**src/rtl/sitc_pkg.sv**
```systemverilog
// shared types, widths and the square-root digit step for the spiral coordinate block
package sitc_pkg;

  localparam int POS_W  = 32;
  localparam int SIDE_W = 16;
  localparam int ROOT_W = 16;
  localparam int REM_W  = 18;
  localparam int D_W    = 18;

  // per-item flags that ride alongside the root pipeline
  typedef struct packed {
    logic              one;
    logic              bad;
    logic              pos_one;
    logic [SIDE_W-1:0] c1;
  } tag_t;

  typedef struct packed {
    logic [REM_W-1:0]  rem;
    logic [ROOT_W-1:0] root;
  } root_acc_t;

  typedef enum logic [1:0] {
    SIDE_TOP,
    SIDE_LEFT,
    SIDE_BOTTOM,
    SIDE_RIGHT
  } ring_side_t;

  // one result bit of a restoring integer square root
  function automatic root_acc_t root_step(input root_acc_t acc, input logic [1:0] pair);
    logic [REM_W-1:0] cand;
    logic [REM_W-1:0] trial;
    root_acc_t        res;
    cand  = {acc.rem[REM_W-3:0], pair};
    trial = {acc.root, 2'b01};
    if (cand >= trial) begin
      res.rem  = cand - trial;
      res.root = {acc.root[ROOT_W-2:0], 1'b1};
    end else begin
      res.rem  = cand;
      res.root = {acc.root[ROOT_W-2:0], 1'b0};
    end
    return res;
  endfunction

endpackage

```
**src/rtl/sitc_root_pipe.sv**
```systemverilog
// pipelined integer square root, one result bit per stage, with a flag sideband
module sitc_root_pipe (
  input  logic                          clk,
  input  logic                          rst,
  input  logic                          in_valid,
  output logic                          in_ready,
  input  logic [sitc_pkg::POS_W-1:0]    in_x,
  input  sitc_pkg::tag_t                in_tag,
  output logic                          out_valid,
  input  logic                          out_ready,
  output logic [sitc_pkg::ROOT_W-1:0]   out_root,
  output logic [sitc_pkg::REM_W-1:0]    out_rem,
  output sitc_pkg::tag_t                out_tag
);

  localparam int N = sitc_pkg::ROOT_W;

  logic                       vld   [N];
  logic                       adv   [N+1];
  logic [sitc_pkg::POS_W-1:0] x_q   [N];
  sitc_pkg::root_acc_t        acc_q [N];
  sitc_pkg::tag_t             tag_q [N];

  assign adv[N] = out_ready;

  for (genvar i = 0; i < N; i++) begin : g_stage
    logic [sitc_pkg::POS_W-1:0] x_in;
    sitc_pkg::root_acc_t        acc_in;
    sitc_pkg::tag_t             tag_in;
    logic                       v_in;

    if (i == 0) begin : g_first
      assign x_in   = in_x;
      assign acc_in = '0;
      assign tag_in = in_tag;
      assign v_in   = in_valid;
    end else begin : g_next
      assign x_in   = x_q[i-1];
      assign acc_in = acc_q[i-1];
      assign tag_in = tag_q[i-1];
      assign v_in   = vld[i-1];
    end

    // a stage takes a new beat when it is empty or its successor moves
    assign adv[i] = !vld[i] || adv[i+1];

    always_ff @(posedge clk) begin
      if (rst) begin
        vld[i] <= 1'b0;
      end else if (adv[i]) begin
        vld[i] <= v_in;
      end
    end

    always_ff @(posedge clk) begin
      if (adv[i] && v_in) begin
        x_q[i]   <= x_in;
        acc_q[i] <= sitc_pkg::root_step(acc_in, x_in[sitc_pkg::POS_W-2-2*i +: 2]);
        tag_q[i] <= tag_in;
      end
    end
  end

  assign in_ready  = adv[0];
  assign out_valid = vld[N-1];
  assign out_root  = acc_q[N-1].root;
  assign out_rem   = acc_q[N-1].rem;
  assign out_tag   = tag_q[N-1];

`ifndef SYNTH
  a_rem_bound: assert property (@(posedge clk) disable iff (rst)
    out_valid |-> out_rem <= {1'b0, out_root, 1'b0})
    else $error("root remainder exceeds twice the root");

  a_first_fill: assert property (@(posedge clk) disable iff (rst)
    in_valid && in_ready |=> vld[0])
    else $error("accepted beat missing from first root stage");

  a_out_hold: assert property (@(posedge clk) disable iff (rst)
    out_valid && !out_ready |=> out_valid && $stable(out_root) && $stable(out_rem))
    else $error("stalled root beat changed or dropped");
`endif

endmodule

```
**src/rtl/spiral_index_to_coordinate_top.sv**
```systemverilog
// top level: spiral position to line and column, fully pipelined
//
// Usage:
//   grid_side is written through cfg_wr_en / cfg_wr_data while no beat is in
//   flight; it resets to 1, which maps every position to line 1, column 1.
//   Positions enter on in_valid / in_ready, one beat per cycle while out_ready is high.
//   Each beat yields exactly one result beat on out_valid / out_ready with
//   line, column and position_bad, in input order.
//   Stages in order: one entry stage that squares the side, sixteen
//   square-root stages (one root bit each), then ring offset, side select
//   and the output register.
//   Throughput is one beat per cycle while out_ready stays high.
//   Every stage has its own valid bit; when out_ready is low the pipeline
//   holds, empty stages still fill, and in_ready drops once the stage behind
//   the input is full, so nothing is lost or repeated.
//   Reset clears all valid bits and sets grid_side to 1.
//   A bad beat (even side, zero position, position past side squared)
//   returns line 0, column 0 with position_bad set, unless the side is 1.
module spiral_index_to_coordinate_top (
  input  logic                          clk,
  input  logic                          rst,
  input  logic                          cfg_wr_en,
  input  logic [sitc_pkg::SIDE_W-1:0]   cfg_wr_data,
  input  logic                          in_valid,
  output logic                          in_ready,
  input  logic [sitc_pkg::POS_W-1:0]    position,
  output logic                          out_valid,
  input  logic                          out_ready,
  output logic [sitc_pkg::SIDE_W-1:0]   line,
  output logic [sitc_pkg::SIDE_W-1:0]   column,
  output logic                          position_bad
);

  localparam int SW = sitc_pkg::SIDE_W;
  localparam int DW = sitc_pkg::D_W;

  logic [SW-1:0] grid_side;

  always_ff @(posedge clk) begin
    if (rst) begin
      grid_side <= SW'(1);
    end else if (cfg_wr_en) begin
      grid_side <= cfg_wr_data;
    end
  end

  // entry stage: latch position, square the side
  logic                       v0;
  logic [sitc_pkg::POS_W-1:0] p_q;
  logic [sitc_pkg::POS_W-1:0] nsq_q;
  logic                       one_q;
  logic                       even_q;
  logic [SW-1:0]              c1_q;
  logic [sitc_pkg::POS_W-1:0] nsq_next;
  logic                       adv0;
  logic                       rp_in_ready;

  assign nsq_next = sitc_pkg::POS_W'(grid_side) * sitc_pkg::POS_W'(grid_side);
  assign adv0     = !v0 || rp_in_ready;
  assign in_ready = adv0;

  always_ff @(posedge clk) begin
    if (rst) begin
      v0 <= 1'b0;
    end else if (adv0) begin
      v0 <= in_valid;
    end
  end

  always_ff @(posedge clk) begin
    if (adv0 && in_valid) begin
      p_q    <= position;
      nsq_q  <= nsq_next;
      one_q  <= (grid_side == SW'(1));
      even_q <= !grid_side[0];
      c1_q   <= {1'b0, grid_side[SW-1:1]} + SW'(1);
    end
  end

  sitc_pkg::tag_t             tag0;
  logic [sitc_pkg::POS_W-1:0] x0;

  assign tag0.one     = one_q;
  assign tag0.bad     = even_q || (p_q == '0) || (p_q > nsq_q);
  assign tag0.pos_one = (p_q == sitc_pkg::POS_W'(1));
  assign tag0.c1      = c1_q;
  assign x0           = p_q - sitc_pkg::POS_W'(1);

  logic                        rp_out_valid;
  logic                        advd;
  logic [sitc_pkg::ROOT_W-1:0] rp_root;
  logic [sitc_pkg::REM_W-1:0]  rp_rem;
  sitc_pkg::tag_t              rp_tag;

  sitc_root_pipe u_root (
    .clk       (clk),
    .rst       (rst),
    .in_valid  (v0),
    .in_ready  (rp_in_ready),
    .in_x      (x0),
    .in_tag    (tag0),
    .out_valid (rp_out_valid),
    .out_ready (advd),
    .out_root  (rp_root),
    .out_rem   (rp_rem),
    .out_tag   (rp_tag)
  );

  // ring stage: odd root m, ring k, offset d past m*m
  logic           vd;
  logic [DW-1:0]  d_q;
  logic [SW-1:0]  k_q;
  sitc_pkg::tag_t tag_d;
  logic [DW-1:0]  d_next;
  logic [SW-1:0]  k_next;
  logic           adve;

  always_comb begin
    if (rp_root[0]) begin
      d_next = DW'(rp_rem) + DW'(1);
      k_next = {1'b0, rp_root[SW-1:1]} + SW'(1);
    end else begin
      // root even: step down to the odd value below it
      d_next = DW'(rp_rem) + DW'({rp_root, 1'b0});
      k_next = {1'b0, rp_root[SW-1:1]};
    end
  end

  assign advd = !vd || adve;

  always_ff @(posedge clk) begin
    if (rst) begin
      vd <= 1'b0;
    end else if (advd) begin
      vd <= rp_out_valid;
    end
  end

  always_ff @(posedge clk) begin
    if (advd && rp_out_valid) begin
      d_q   <= d_next;
      k_q   <= k_next;
      tag_d <= rp_tag;
    end
  end

  // side stage: which side of the ring, plus multiples of k
  logic                 ve;
  sitc_pkg::ring_side_t side_q;
  sitc_pkg::ring_side_t side_next;
  logic [SW-1:0]        d16_q;
  logic [SW-1:0]        k_e;
  logic [SW-1:0]        k3_q;
  logic [SW-1:0]        k5_q;
  logic [SW-1:0]        k7_q;
  sitc_pkg::tag_t       tag_e;
  logic [DW-1:0]        two_k;
  logic [DW-1:0]        four_k;
  logic [DW-1:0]        six_k;
  logic                 advf;

  assign two_k  = DW'({k_q, 1'b0});
  assign four_k = DW'({k_q, 2'b00});
  assign six_k  = four_k + two_k;

  always_comb begin
    if (d_q <= two_k) begin
      side_next = sitc_pkg::SIDE_TOP;
    end else if (d_q <= four_k) begin
      side_next = sitc_pkg::SIDE_LEFT;
    end else if (d_q <= six_k) begin
      side_next = sitc_pkg::SIDE_BOTTOM;
    end else begin
      side_next = sitc_pkg::SIDE_RIGHT;
    end
  end

  assign adve = !ve || advf;

  always_ff @(posedge clk) begin
    if (rst) begin
      ve <= 1'b0;
    end else if (adve) begin
      ve <= vd;
    end
  end

  always_ff @(posedge clk) begin
    if (adve && vd) begin
      side_q <= side_next;
      d16_q  <= d_q[SW-1:0];
      k_e    <= k_q;
      k3_q   <= {k_q[SW-2:0], 1'b0} + k_q;
      k5_q   <= {k_q[SW-3:0], 2'b00} + k_q;
      k7_q   <= {k_q[SW-4:0], 3'b000} - k_q;
      tag_e  <= tag_d;
    end
  end

  // output stage: coordinates, all arithmetic modulo the field width
  logic [SW-1:0] line_next;
  logic [SW-1:0] column_next;
  logic          bad_next;
  logic          vf;

  always_comb begin
    case (side_q)
      sitc_pkg::SIDE_TOP: begin
        line_next   = tag_e.c1 + k_e;
        column_next = tag_e.c1 + k_e - d16_q;
      end
      sitc_pkg::SIDE_LEFT: begin
        line_next   = tag_e.c1 + k3_q - d16_q;
        column_next = tag_e.c1 - k_e;
      end
      sitc_pkg::SIDE_BOTTOM: begin
        line_next   = tag_e.c1 - k_e;
        column_next = tag_e.c1 - k5_q + d16_q;
      end
      sitc_pkg::SIDE_RIGHT: begin
        line_next   = tag_e.c1 - k7_q + d16_q;
        column_next = tag_e.c1 + k_e;
      end
      default: begin
        line_next   = '0;
        column_next = '0;
      end
    endcase
    bad_next = 1'b0;
    if (tag_e.one) begin
      line_next   = SW'(1);
      column_next = SW'(1);
    end else if (tag_e.bad) begin
      line_next   = '0;
      column_next = '0;
      bad_next    = 1'b1;
    end else if (tag_e.pos_one) begin
      // centre cell
      line_next   = tag_e.c1;
      column_next = tag_e.c1;
    end
  end

  assign advf      = !vf || out_ready;
  assign out_valid = vf;

  always_ff @(posedge clk) begin
    if (rst) begin
      vf <= 1'b0;
    end else if (advf) begin
      vf <= ve;
    end
  end

  always_ff @(posedge clk) begin
    if (advf && ve) begin
      line         <= line_next;
      column       <= column_next;
      position_bad <= bad_next;
    end
  end

`ifndef SYNTH
  a_bad_zero: assert property (@(posedge clk) disable iff (rst)
    vf && position_bad |-> line == '0 && column == '0)
    else $error("flagged beat carries nonzero coordinates");

  a_good_nonzero: assert property (@(posedge clk) disable iff (rst)
    vf && !position_bad |-> line != '0 && column != '0)
    else $error("placed beat has a zero coordinate");

  a_offset_range: assert property (@(posedge clk) disable iff (rst)
    vd && !tag_d.one && !tag_d.bad && !tag_d.pos_one
      |-> d_q != '0 && {1'b0, d_q} <= {k_q, 3'b000})
    else $error("ring offset outside one to eight times the ring");
`endif

endmodule

```
**config.mk**
```make
export PLATFORM = sky130hd
export DESIGN_NAME = spiral_index_to_coordinate_top
export DESIGN_NICKNAME = d
export VERILOG_FILES = /design/src/rtl/sitc_pkg.sv /design/src/rtl/sitc_root_pipe.sv /design/src/rtl/spiral_index_to_coordinate_top.sv
export SDC_FILE = /design/constraint.sdc
export NUM_CORES = 2
export LEC_CHECK = 0
export BUFFER_PORTS_ARGS = -buffer_cell sky130_fd_sc_hd__buf_4
export CORE_MARGIN = 2
export CORE_UTILIZATION = 30
export CTS_CLUSTER_DIAMETER = 40
export DETAILED_ROUTE_END_ITERATION = 10
export GPL_ROUTABILITY_DRIVEN = 0
export REMOVE_ABC_BUFFERS = 1
export SLEW_MARGIN = 20
export SYNTH_ARGS = -nofsm -noshare
export SYNTH_HDL_FRONTEND = slang
export SYNTH_SLANG_ARGS = --single-unit
```
**constraint.sdc**
```tcl
create_clock -name clk -period 19.5 [get_ports clk]
set_clock_uncertainty 0.1 [all_clocks]
set_input_delay 3.9 -clock clk [delete_from_list [all_inputs] [get_ports clk]]
set_output_delay 3.9 -clock clk [all_outputs]
set_load 0.05 [all_outputs]
```
==> summary by stage <==
Global routing
The overall global routing resource usage is 11.0%. The first-pass GRT wire length is 201000 µm. The initial antenna violation count is 2.

Entering global routing, the biggest net connects 82 pins. The number of global-route vias before repair came to 39200. The total overflow reported by the global router is 0.

Clock network
Gates resized during post-CTS repair numbered 0. The count of hold buffers inserted by post-cts repair is 0. In this run, CTS created clock tree buffers numbering 154. The clock transition at the registers of the reported paths is 60 ps. The later pin in the worst-skew pair is clocked with a latency of 790 ps. The cell chosen for the clock root is clkbuf_16.

The CTS tree is built. The maximum buffer depth of the clock tree is 3. Once the clock tree was built, the setup fixing pass inserted 0 buffers. The clock tree synthesis step divided the H-tree into 4 levels. The count of clock tree sinks is 1221.

Floorplan
The die area is 223000 µm². The floorplan step set the die height to 472 µm. Once the floorplan was initialized, standard cells occupied 30.2% of the core. Measured along the x axis, the die boundary spans 472 µm. The number of primary I/O pins is 88. The total area inside the core boundary comes to 217000 µm². The initialized floorplan defines 171 standard-cell rows.

Critical path
The critical path class is primary input to primary output. In this run the critical register-to-register path is launched from grid_side[1]$_SDFFE_PP0P_. The worst setup path is launched from a primary input. The reg2reg setup slack is 11800 ps. The kind of end point of the critical path is a primary output.

Measured in cells, the most critical reg-to-reg path has a length of 25. Of all nets on the critical path, the largest fanout is 6. The worst register-to-register path ends at nsq_q[29]$_DFFE_PP_. The data required time at the worst endpoint is 15500 ps. The arrival time of the worst setup path is 7480 ps.

Timing
In this run the tightest slew margin relative to its limit is 29.6%. Setup violations remaining at the end of the flow were counted as 0. The summed negative setup slack over all endpoints is 0 ps. In the finished design, the share of the clock period the worst path needs comes to 58.9%. The maximum frequency from static timing analysis is 87.1 MHz. The final hold violation count is 0. The slew of the pin with the lowest slew margin is 1050 ps. Setup repair after global routing left no endpoint under its margin. The count of pins over their slew limit was 0. The clock period could shrink to 11480 ps.

Power and ir drop
The internal power of the cells totals 4720 µW. The total power divided by cell area is 80.9 nW/µm². The maximum resistive drop on vdd is 0.0917 mV. Registers are responsible for 47.9% of the overall power. In this run the power spent charging and discharging nets is 1380 µW. The clock network is responsible for 47.6% of the overall power. The combinational power share is 4.5%. Net switching is 22.6% of the power.

The total leakage power is 0.0297 µW.

Yosys
Ranked by total cell area, the synthesized netlist is headed by edfxtp_1 (55%), ha_1 (9.2%), fa_1 (6.5%), inv_1 (4.1%), xnor2_1 (3.7%). Yosys instantiated no cell more often than edfxtp_1. The mean area per synthesized cell is 12.5 µm². Synthesis produced 5271 cells. The netlist area before placement is 65700 µm². The number of synthesis warnings is 0. Of all flip-flops after synthesis, the portion carrying an async set or reset was 0%.

The number of distinct library cells after synthesis is 89. The number of synthesized register bits is 1221. After synthesis, the most frequently instantiated cells are edfxtp_1 (1201), inv_1 (724), ha_1 (485), nand2_1 (311), nor2_1 (302).

Among all flip-flop cells after synthesis, the most frequent one is edfxtp_1. The share of the Yosys chip area taken by registers is 55.5%. edfxtp_1 takes more of the synthesized area than any other cell. The number of enable-type register cells in the synthesized netlist is 1201. The share of the synthesized area in the top cell type is 54.9%.

Min path
The type of the tightest min-delay check is flop to flop. The origin of the worst min-delay path is c1_q[8]$_DFFE_PP_. The worst hold path terminates at u_root.tag_q[0][8]$_DFFE_PP_. The worst hold path passes through 0 cells.

Final layout
The final layout contains 6200 nets. At the end of the flow the core is filled with cells to 34.7%. In the final layout, the share of cells above drive strength 1 is 8.90%. The number of antenna cells inserted is 0. Counting the fill cells in the layout gives 21000. From synthesis to final layout, the design area changed by 14.8%. The final standard cell count with taps included and fillers excluded is 8429.

Placement
The quantity of I/O buffers inserted on ports is 87. The placed instance count is 8147. The placed wire-length estimate after detailed placement is 93800 µm.

Detailed routing
The number of search-and-repair iterations in the first detailed-routing pass is 5. Once detail routing completed, the nets flagged for antenna violations numbered 0. Dividing the detail-routed wire length by the instance count gives 14.6 µm. The residual DRC count is 0. The initial DRC count is 2111. The number of vias per cell after detailed routing is 4.56.

For this block, the routed nets add up to 123000 µm of wire. The via count is 38500.

Outcome
The flow ran to the end, and the final reports show no timing, DRC or antenna violations.

Flow run
The total of max-cap violations is 0.
## power groups by stage
stage / sequential, µW / combinational (µW) / clock [µW]
6_report: 2920 / 278 / 2900
5_1_grt: 2920 / 319 / 3100
4_1_cts: 2920 / 282 / 2990
3_5_place_dp: 2980 / 279 / 0
3_3_place_gp: 2970 / 272 / 0
2_1_floorplan: 2970 / 193 / 0
## state kept, by name (all words and copies together) (netlist names), 18 cells and up
name          flops
d_q              18
tag_d            19
nsq_q            31
u_root.tag_q    304
u_root.x_q      240
p_q              32
u_root.acc_q    378
tag_e            19
## cell families after synthesis
group                      share of synthesized area (%)
buffers and inverters                               4.75
and+or+nand+nor                                     8.67
adders and majority gates                           15.7
other                                            0.00571
xor gates and xnor gates                            5.40
muxes                                               1.63
DFF                                                 55.5
AOI/OAI and AO/OA                                   8.30
## cells in the final DEF, fill, tap and decap left out, drive strengths merged, types with 123 or more instances in the layout
cell type,count
buf,123
nand2,311
o21ai,192
fa,213
edfxtp,1201
nor2,303
xnor2,277
ha,485
clkbuf,167
a21oi,265
xor2,128
inv,744
## worst max-delay path, stage by stage
cell,delay [ps]
buf_4,140
nor2b_1,310
and3_1,350
and3_1,350
nand2_1,150
nor3_1,600
nand2_1,280
nor3_1,900
nand3_1,220
buf_4,250
## routing by layer
layer / GRT usage [%] / up-vias / wire, µm
met4: 3.73 / 0 / 3530
li1: - / 19000 / -
met3: 2.13 / 257 / 5750
met1: 13.4 / 18500 / 52800
met5: 0 / - / 0
met2: 19.4 / 731 / 61100
## through the flow
step,setup slack (ps),power (µW),hold WS [ps],area (µm²)
after global routing,7740,6340,278,75400
after CTS,8050,6190,271,75400
after floorplan,9310,3160,300,65300
after detailed placement,8050,3250,305,70000
after global placement,8050,3250,300,70000
final,8020,6100,274,75400
## how the worst max path moves through the flow
stage / startpoint / endpoint / slack, ps / cells past startpoint
floorplan: out_ready / u_root.vld[0][2]$_DFFE_PP_ / 9310 / 9
detailed placement: out_ready / in_ready / 8050 / 10
global placement: out_ready / in_ready / 8050 / 10
finish: out_ready / in_ready / 8020 / 10
global route: out_ready / in_ready / 7740 / 10
CTS: out_ready / in_ready / 8050 / 10
## layout make-up
| type | instances | area [µm²] | share of cell area [%] |
|---|---|---|---|
| well taps | 2854 | 3570 | 4.74 |
| flip-flops and latches | 1221 | 36500 | 48.4 |
| multi-input cells | 3222 | 26300 | 34.8 |
| clock inverters | 115 | 1550 | 2.06 |
| clock buffers | 167 | 3900 | 5.17 |
| inverters | 727 | 2730 | 3.62 |
| repair buffers | 123 | 923 | 1.22 |
Note: power is estimated with default switching activity, not from simulation.
